## config.mk

```make
export PLATFORM = sky130hd
export DESIGN_NAME = simplified_aes_cipher_unit
export DESIGN_NICKNAME = d
export VERILOG_FILES = /design/src/rtl/saes_pkg.sv /design/src/rtl/saes_datapath.sv /design/src/rtl/simplified_aes_cipher_unit.sv
export VERILOG_INCLUDE_DIRS = /design/src /design/src/rtl
export SDC_FILE = /design/constraint.sdc
export NUM_CORES = 1
export LEC_CHECK = 0
export ABC_AREA = 1
export BUFFER_PORTS_ARGS = -buffer_cell sky130_fd_sc_hd__buf_2
export CORE_ASPECT_RATIO = 0.75
export CORE_MARGIN = 3
export CORE_UTILIZATION = 50
export CTS_CLUSTER_SIZE = 28
export DETAILED_ROUTE_END_ITERATION = 10
export GPL_ROUTABILITY_DRIVEN = 0
export GPL_TIMING_DRIVEN = 0
export PLACE_DENSITY = 0.69
export RECOVER_POWER = 25
export SETUP_SLACK_MARGIN = 0.2
export SYNTH_ARGS = -nofsm -noshare
export SYNTH_HDL_FRONTEND = slang
export SYNTH_SLANG_ARGS = --single-unit
```

## constraint.sdc

```tcl
create_clock -name clock -period 5.55 [get_ports clock]
set_input_delay 0.2775 -clock clock [delete_from_list [all_inputs] [get_ports clock]]
set_output_delay 0.2775 -clock clock [all_outputs]
set_load 0.05 [all_outputs]
```

## src/rtl/simplified_aes_cipher_unit_assert.svh

```systemverilog
// Assertion macros for the S-AES cipher unit.
// SAES_ASSERT checks outside reset; SAES_ASSERT_RST also checks during reset.
`ifndef SIMPLIFIED_AES_CIPHER_UNIT_ASSERT_SVH
`define SIMPLIFIED_AES_CIPHER_UNIT_ASSERT_SVH

`ifndef SYNTHESIS

`define SAES_ASSERT(lbl, prop) \
   lbl: assert property (@(posedge clock) disable iff (reset) prop) \
      else $error("saes assertion failed");

`define SAES_ASSERT_RST(lbl, prop) \
   lbl: assert property (@(posedge clock) prop) \
      else $error("saes reset assertion failed");

`else

`define SAES_ASSERT(lbl, prop)

`define SAES_ASSERT_RST(lbl, prop)

`endif

`endif

```

## src/rtl/saes_pkg.sv

```systemverilog
package saes_pkg;

   typedef struct packed {
      logic        kind;
      logic [15:0] block_in;
      logic [15:0] cipher_key;
   } saes_req_type;

   localparam logic KIND_ENCRYPT = 1'b0;
   localparam logic KIND_DECRYPT = 1'b1;

   localparam logic [7:0] RCON_ONE = 8'h80;
   localparam logic [7:0] RCON_TWO = 8'h30;

   // x^4 + x + 1, low four bits fold back after a carry out of bit 3
   localparam logic [3:0] GF_POLY_LOW = 4'h3;

   localparam logic [3:0] MIX_FWD_DIAG = 4'h1;
   localparam logic [3:0] MIX_FWD_OFF  = 4'h4;
   localparam logic [3:0] MIX_INV_DIAG = 4'h9;
   localparam logic [3:0] MIX_INV_OFF  = 4'h2;

   localparam logic [3:0] FWD_SBOX [16] = '{
      4'h9, 4'h4, 4'hA, 4'hB, 4'hD, 4'h1, 4'h8, 4'h5,
      4'h6, 4'h2, 4'h0, 4'h3, 4'hC, 4'hE, 4'hF, 4'h7
   };

   localparam logic [3:0] INV_SBOX [16] = '{
      4'hA, 4'h5, 4'h9, 4'hB, 4'h1, 4'h7, 4'h8, 4'hF,
      4'h6, 4'h0, 4'h2, 4'h3, 4'hC, 4'h4, 4'hD, 4'hE
   };

endpackage

```

## src/rtl/saes_datapath.sv

```systemverilog
module saes_datapath (
   input  saes_pkg::saes_req_type item,
   output logic [15:0]            block_out
);
   import saes_pkg::*;

   function automatic logic [3:0] gf_mul(input logic [3:0] a, input logic [3:0] b);
      logic [3:0] acc;
      logic [3:0] x;
      begin
         acc = 4'h0;
         x   = a;
         for (int i = 0; i < 4; i++) begin
            if (b[i]) begin
               acc = acc ^ x;
            end
            x = {x[2:0], 1'b0} ^ (x[3] ? GF_POLY_LOW : 4'h0);
         end
         return acc;
      end
   endfunction

   function automatic logic [15:0] sub_fwd(input logic [15:0] v);
      logic [15:0] r;
      begin
         for (int i = 0; i < 4; i++) begin
            r[4*i +: 4] = FWD_SBOX[v[4*i +: 4]];
         end
         return r;
      end
   endfunction

   function automatic logic [15:0] sub_inv(input logic [15:0] v);
      logic [15:0] r;
      begin
         for (int i = 0; i < 4; i++) begin
            r[4*i +: 4] = INV_SBOX[v[4*i +: 4]];
         end
         return r;
      end
   endfunction

   // swap the second and fourth nibble
   function automatic logic [15:0] shift_rows(input logic [15:0] v);
      return {v[15:12], v[3:0], v[7:4], v[11:8]};
   endfunction

   function automatic logic [15:0] mix_cols(input logic [15:0] v, input logic [3:0] d,
                                            input logic [3:0] o);
      return {gf_mul(d, v[15:12]) ^ gf_mul(o, v[11:8]),
              gf_mul(o, v[15:12]) ^ gf_mul(d, v[11:8]),
              gf_mul(d, v[7:4])   ^ gf_mul(o, v[3:0]),
              gf_mul(o, v[7:4])   ^ gf_mul(d, v[3:0])};
   endfunction

   function automatic logic [7:0] key_word_mix(input logic [7:0] w);
      return {FWD_SBOX[w[3:0]], FWD_SBOX[w[7:4]]};
   endfunction

   logic [7:0]  w0, w1, w2, w3, w4, w5;
   logic [15:0] rk0, rk1, rk2;
   logic [15:0] enc_a, enc_b, enc_out;
   logic [15:0] dec_a, dec_b, dec_out;

   always_comb begin
      // key schedule
      w0  = item.cipher_key[15:8];
      w1  = item.cipher_key[7:0];
      w2  = w0 ^ RCON_ONE ^ key_word_mix(w1);
      w3  = w2 ^ w1;
      w4  = w2 ^ RCON_TWO ^ key_word_mix(w3);
      w5  = w4 ^ w3;
      rk0 = {w0, w1};
      rk1 = {w2, w3};
      rk2 = {w4, w5};

      enc_a   = shift_rows(sub_fwd(item.block_in ^ rk0));
      enc_b   = mix_cols(enc_a, MIX_FWD_DIAG, MIX_FWD_OFF) ^ rk1;
      enc_out = shift_rows(sub_fwd(enc_b)) ^ rk2;

      dec_a   = sub_inv(shift_rows(item.block_in ^ rk2)) ^ rk1;
      dec_b   = mix_cols(dec_a, MIX_INV_DIAG, MIX_INV_OFF);
      dec_out = sub_inv(shift_rows(dec_b)) ^ rk0;

      block_out = (item.kind == KIND_DECRYPT) ? dec_out : enc_out;
   end

endmodule

```

## src/rtl/simplified_aes_cipher_unit.sv

```systemverilog
// Channel   | Direction | Handshake          | Payload
// ----------+-----------+--------------------+-----------------------------------------
// request   | in        | req_valid/req_stall| req_kind, req_block_in, req_cipher_key
// response  | out       | rsp_valid/rsp_stall| rsp_block_out
//
// An accepted request is captured in the request register and its result in the response
// register; one request per cycle is sustained while rsp_stall stays low. Both rounds and
// the key schedule run in combinational logic between the two registers.
// Synchronous active-high reset clears both valid bits; payload registers are not reset.
// A stalled response holds the response register; a full request register then holds
// too, and req_stall rises only while it holds an item that cannot move on.
module simplified_aes_cipher_unit (
   input  logic        clock,
   input  logic        reset,
   input  logic        req_valid,
   output logic        req_stall,
   input  logic        req_kind,
   input  logic [15:0] req_block_in,
   input  logic [15:0] req_cipher_key,
   output logic        rsp_valid,
   input  logic        rsp_stall,
   output logic [15:0] rsp_block_out
);
   import saes_pkg::*;

   `include "simplified_aes_cipher_unit_assert.svh"

   // request stage
   logic         in_valid_ff, in_valid_in;
   saes_req_type in_item_ff, in_item_in;

   // response stage
   logic         out_valid_ff, out_valid_in;
   logic [15:0]  block_out_ff, block_out_in;

   logic [15:0]  cipher_result;
   logic         out_free;
   logic         req_accept;

   // response register can take a new value when empty or being drained
   assign out_free   = !out_valid_ff || !rsp_stall;
   assign req_stall  = in_valid_ff && !out_free;
   assign req_accept = req_valid && !req_stall;

   saes_datapath u_datapath (
      .item      (in_item_ff),
      .block_out (cipher_result)
   );

   always_comb begin
      // advance the request stage whenever it is empty or moving on
      in_valid_in = in_valid_ff;
      in_item_in  = in_item_ff;
      if (!req_stall) begin
         in_valid_in = req_valid;
         in_item_in  = '{kind: req_kind, block_in: req_block_in,
                         cipher_key: req_cipher_key};
      end

      // load the result, drop a taken response, or hold while stalled
      out_valid_in = out_valid_ff;
      block_out_in = block_out_ff;
      if (out_free) begin
         out_valid_in = in_valid_ff;
         block_out_in = cipher_result;
      end
   end

   always_ff @(posedge clock) begin
      if (reset) begin
         in_valid_ff  <= 1'b0;
         out_valid_ff <= 1'b0;
      end else begin
         in_valid_ff  <= in_valid_in;
         out_valid_ff <= out_valid_in;
      end
   end

   always_ff @(posedge clock) begin
      in_item_ff   <= in_item_in;
      block_out_ff <= block_out_in;
   end

   assign rsp_valid     = out_valid_ff;
   assign rsp_block_out = block_out_ff;

   `SAES_ASSERT_RST(a_reset_empties, reset |=> (!in_valid_ff && !out_valid_ff))
   `SAES_ASSERT(a_stall_only_when_full, req_stall |-> (in_valid_ff && out_valid_ff))
   `SAES_ASSERT(a_accept_loads_stage, req_accept |=> in_valid_ff)
   `SAES_ASSERT(a_result_moves, (in_valid_ff && out_free) |=>
                (out_valid_ff && block_out_ff == $past(cipher_result)))

endmodule

```

==> impl_metrics.tcl <==
set metrics [dict create \
    status "completed" \
    yosysWarnings 0 \
    dp_hpwl_mm 18.5 \
    r2r_slack_ps 490 \
    final_util_pct 58.5 \
    postSynthAreaPerCell_um2 6.80 \
    cp_common_cell "nand2_1" \
    syn_to_final_growth_pct 11.3 \
    drcViolationCount 0 \
    drt_iter0_drc 836 \
    grt_pass1_vias 6785 \
    multiInputGateArea_mm2 0.00626 \
    slowest_stage "edfxtp_1" \
    grt_overflow 0 \
    synth.net_count 1365 \
    grt_setup_unrepaired "false" \
    final_area_mm2 0.00917 \
    clockBufferDepth 2 \
    crit_type "reg -> reg" \
    pwr_density_cell_mw_per_mm2 463 \
    leakage_nw 4.77 \
    ys_ff_latch 51 \
    grt_max_degree 35 \
    antenna_found_initial 1 \
    crit_arrival_ps 5120 \
    dieArea_mm2 0.0181 \
    port_buffers 54 \
    cap_violations 0 \
    yosysSeqAreaShare_pct 18.4 \
    regArea_mm2 0.00151 \
    fin_tns_setup_ps 0 \
    finalSetupViolations 0 \
    nets 1444 \
    drt_pass1_iterations 6 \
    start_util_pct 52.6 \
    num_vias 8208 \
    setup_slack_ps 495 \
    ios 55 \
    period_needed_ps 5060 \
    fin_crit_sh_pct 91.1 \
    syn_inst 1211 \
    cts_sinks 51 \
    insertion_delay_ps 310 \
    fillCellCount 1492 \
    chipWidth_um 154 \
    cts_made_buffers 5 \
    die_y_um 117 \
    finalHoldViolCount 0 \
    cp_max_fo 7 \
    max_freq_mhz 198 \
    totalWireLength_mm 23.6 \
    placed_area_mm2 0.00876 \
    viasPerCell 5.49 \
    synth_cell_types 49 \
    cp.required_ps 5610 \
    antenna_cells 0 \
    placementRows 39 \
    grtUsageTotal_pct 25.3 \
    drive_above_1_share_pct 18.6 \
    synth_area_mm2 0.00823 \
    hold_class "in -> reg" \
    max_slew_margin_pct 33.6 \
    clk_pin_slew_ps 70 \
    ant_nets 0 \
    worstSetupEndpointType "register" \
    grt_pass1_wl_mm 36.0 \
    worstMarginPinSlew_ps 993 \
    core_mm2 0.0157 \
    avgRoutedWirePerCell_um 15.8 \
    dp_slack_ps -164 \
    htree_levels 2 \
    cts_tree "done" \
    skew_ps 5.73 \
    cts_root_buffer "clkbuf_16" \
    slew_viol_final 0 \
    critical-path-max-stage-delay_ps 520 \
    critPathLaunchType "register" \
    vdd_drop_max_v 0.000171 \
]
-- worst paths after layout --
path | start | end | cells after the start
max | in_item_ff[4]$_DFFE_PN_ | rsp_block_out[5]$_DFFE_PP_ | 33
max reg2reg | in_item_ff[4]$_DFFE_PN_ | rsp_block_out[5]$_DFFE_PP_ | 33
min reg2reg | in_valid_ff$_SDFFE_PP0N_ | rsp_valid$_SDFFE_PP0P_ | 2
min | reset | rsp_valid$_SDFFE_PP0P_ | 2
-- routing by layer --
| layer | routed length (µm) | share of wire, % | GRT usage [%] | vias up |
|---|---|---|---|---|
| li1 | - | - | - | 4135 |
| met1 | 11500 | 49 | 39.4 | 3685 |
| met3 | 2580 | 11 | 5.48 | 22 |
| met4 | 255 | 1.1 | 5.18 | 2 |
| met5 | 11 | 0.047 | 0 | - |
| met2 | 9320 | 39 | 35.7 | 364 |
-- flip-flops by register name, summed over array words and instances (netlist names) --
signal / count
in_item_ff: 33
in_valid_ff: 1
rsp_valid: 1
rsp_block_out: 16
-- synth_stat cells, drive strengths merged --
cell | n | share of area, %
nand2 | 458 | 23
nand3 | 193 | 13
inv | 132 | 6.0
ha | 117 | 18
o21ai | 55 | 3.6
edfxtp | 49 | 18
xor2 | 42 | 5.1
nor2 | 32 | 1.6
a21oi | 25 | 1.5
xnor2 | 21 | 2.6
nand4 | 19 | 1.4
or2 | 17 | 1.3
o211ai | 11 | 1.1
buf | 9 | 0.90
nand3b | 5 | 0.50
nor3 | 4 | 0.24
o22ai | 4 | 0.30
o31ai | 3 | 0.27
o32ai | 3 | 0.32
a31oi | 2 | 0.15
dfxtp | 2 | 0.49
o221ai | 2 | 0.21
o311ai | 2 | 0.21
a32o | 1 | 0.12
and2 | 1 | 0.076
clkbuf | 1 | 0.046
clkinv | 1 | 0.046
-- worst max-delay path: cells and delay by family, from the launching register on --
family,cells,cell delay [ps]
XOR/XNOR,1,360
adder cells (fa/ha/maj),4,990
AO/OA/AOI/OAI,2,240
AND/OR/NAND/NOR,21,2000
flip-flops,1,520
buffers and inverters,5,690
-- logic make-up (layout without fill, tap and decap cells) --
family	after synthesis	in the layout	share of synthesized area (%)
fa+ha+maj	117	117	17.8
compound gates	108	108	7.75
simple gates	729	729	41.4
flops	51	51	18.4
xor+xnor	63	63	7.66
buf+inv	143	222	7.04
-- layout make-up --
cell class / count / share of cell area [%]
Multi-Input combinational cell: 1017 / 68.3
Sequential cell: 51 / 16.5
Inverter: 133 / 5.64
Timing Repair Buffer: 72 / 4.42
Tap cell: 205 / 2.80
Clock buffer: 5 / 1.37
Buffer: 10 / 0.874
Clock inverter: 2 / 0.0956
-- stage by stage --
stage / total power, W / hold WS, ps / cells
floorplan: 0.00314 / 347 / 1211
global placement: 0.00376 / 441 / 1470
detailed placement: 0.00381 / 451 / 1470
CTS: 0.00415 / 131 / 1484
global route: 0.00469 / 130 / 1495
finish: 0.00425 / 132 / 1495
-- placed cells by master (no fill, tap or decap), drive strengths merged, types with 5 or more instances in the layout --
| master | count |
|---|---|
| nand2 | 458 |
| nand3 | 193 |
| inv | 130 |
| ha | 117 |
| buf | 81 |
| o21ai | 55 |
| edfxtp | 49 |
| xor2 | 42 |
| nor2 | 32 |
| a21oi | 25 |
| xnor2 | 21 |
| nand4 | 19 |
| or2 | 17 |
| o211ai | 11 |
| clkbuf | 6 |
| nand3b | 5 |
-- where the power goes --
part           total, W  internal [W]  switching [W]
combinational   0.00337       0.00107        0.00230
sequential     0.000565      0.000533      0.0000326
clock          0.000315      0.000163       0.000152
-- repair_timing --
item,4_1_cts,5_1_grt
pin swaps,0,6
endpoints found under the setup margin,8,16
buffers inserted,7,11
gates resized for setup,2,30
hold buffers,0,0
No activity file was read; power rests on OpenSTA's default activity.
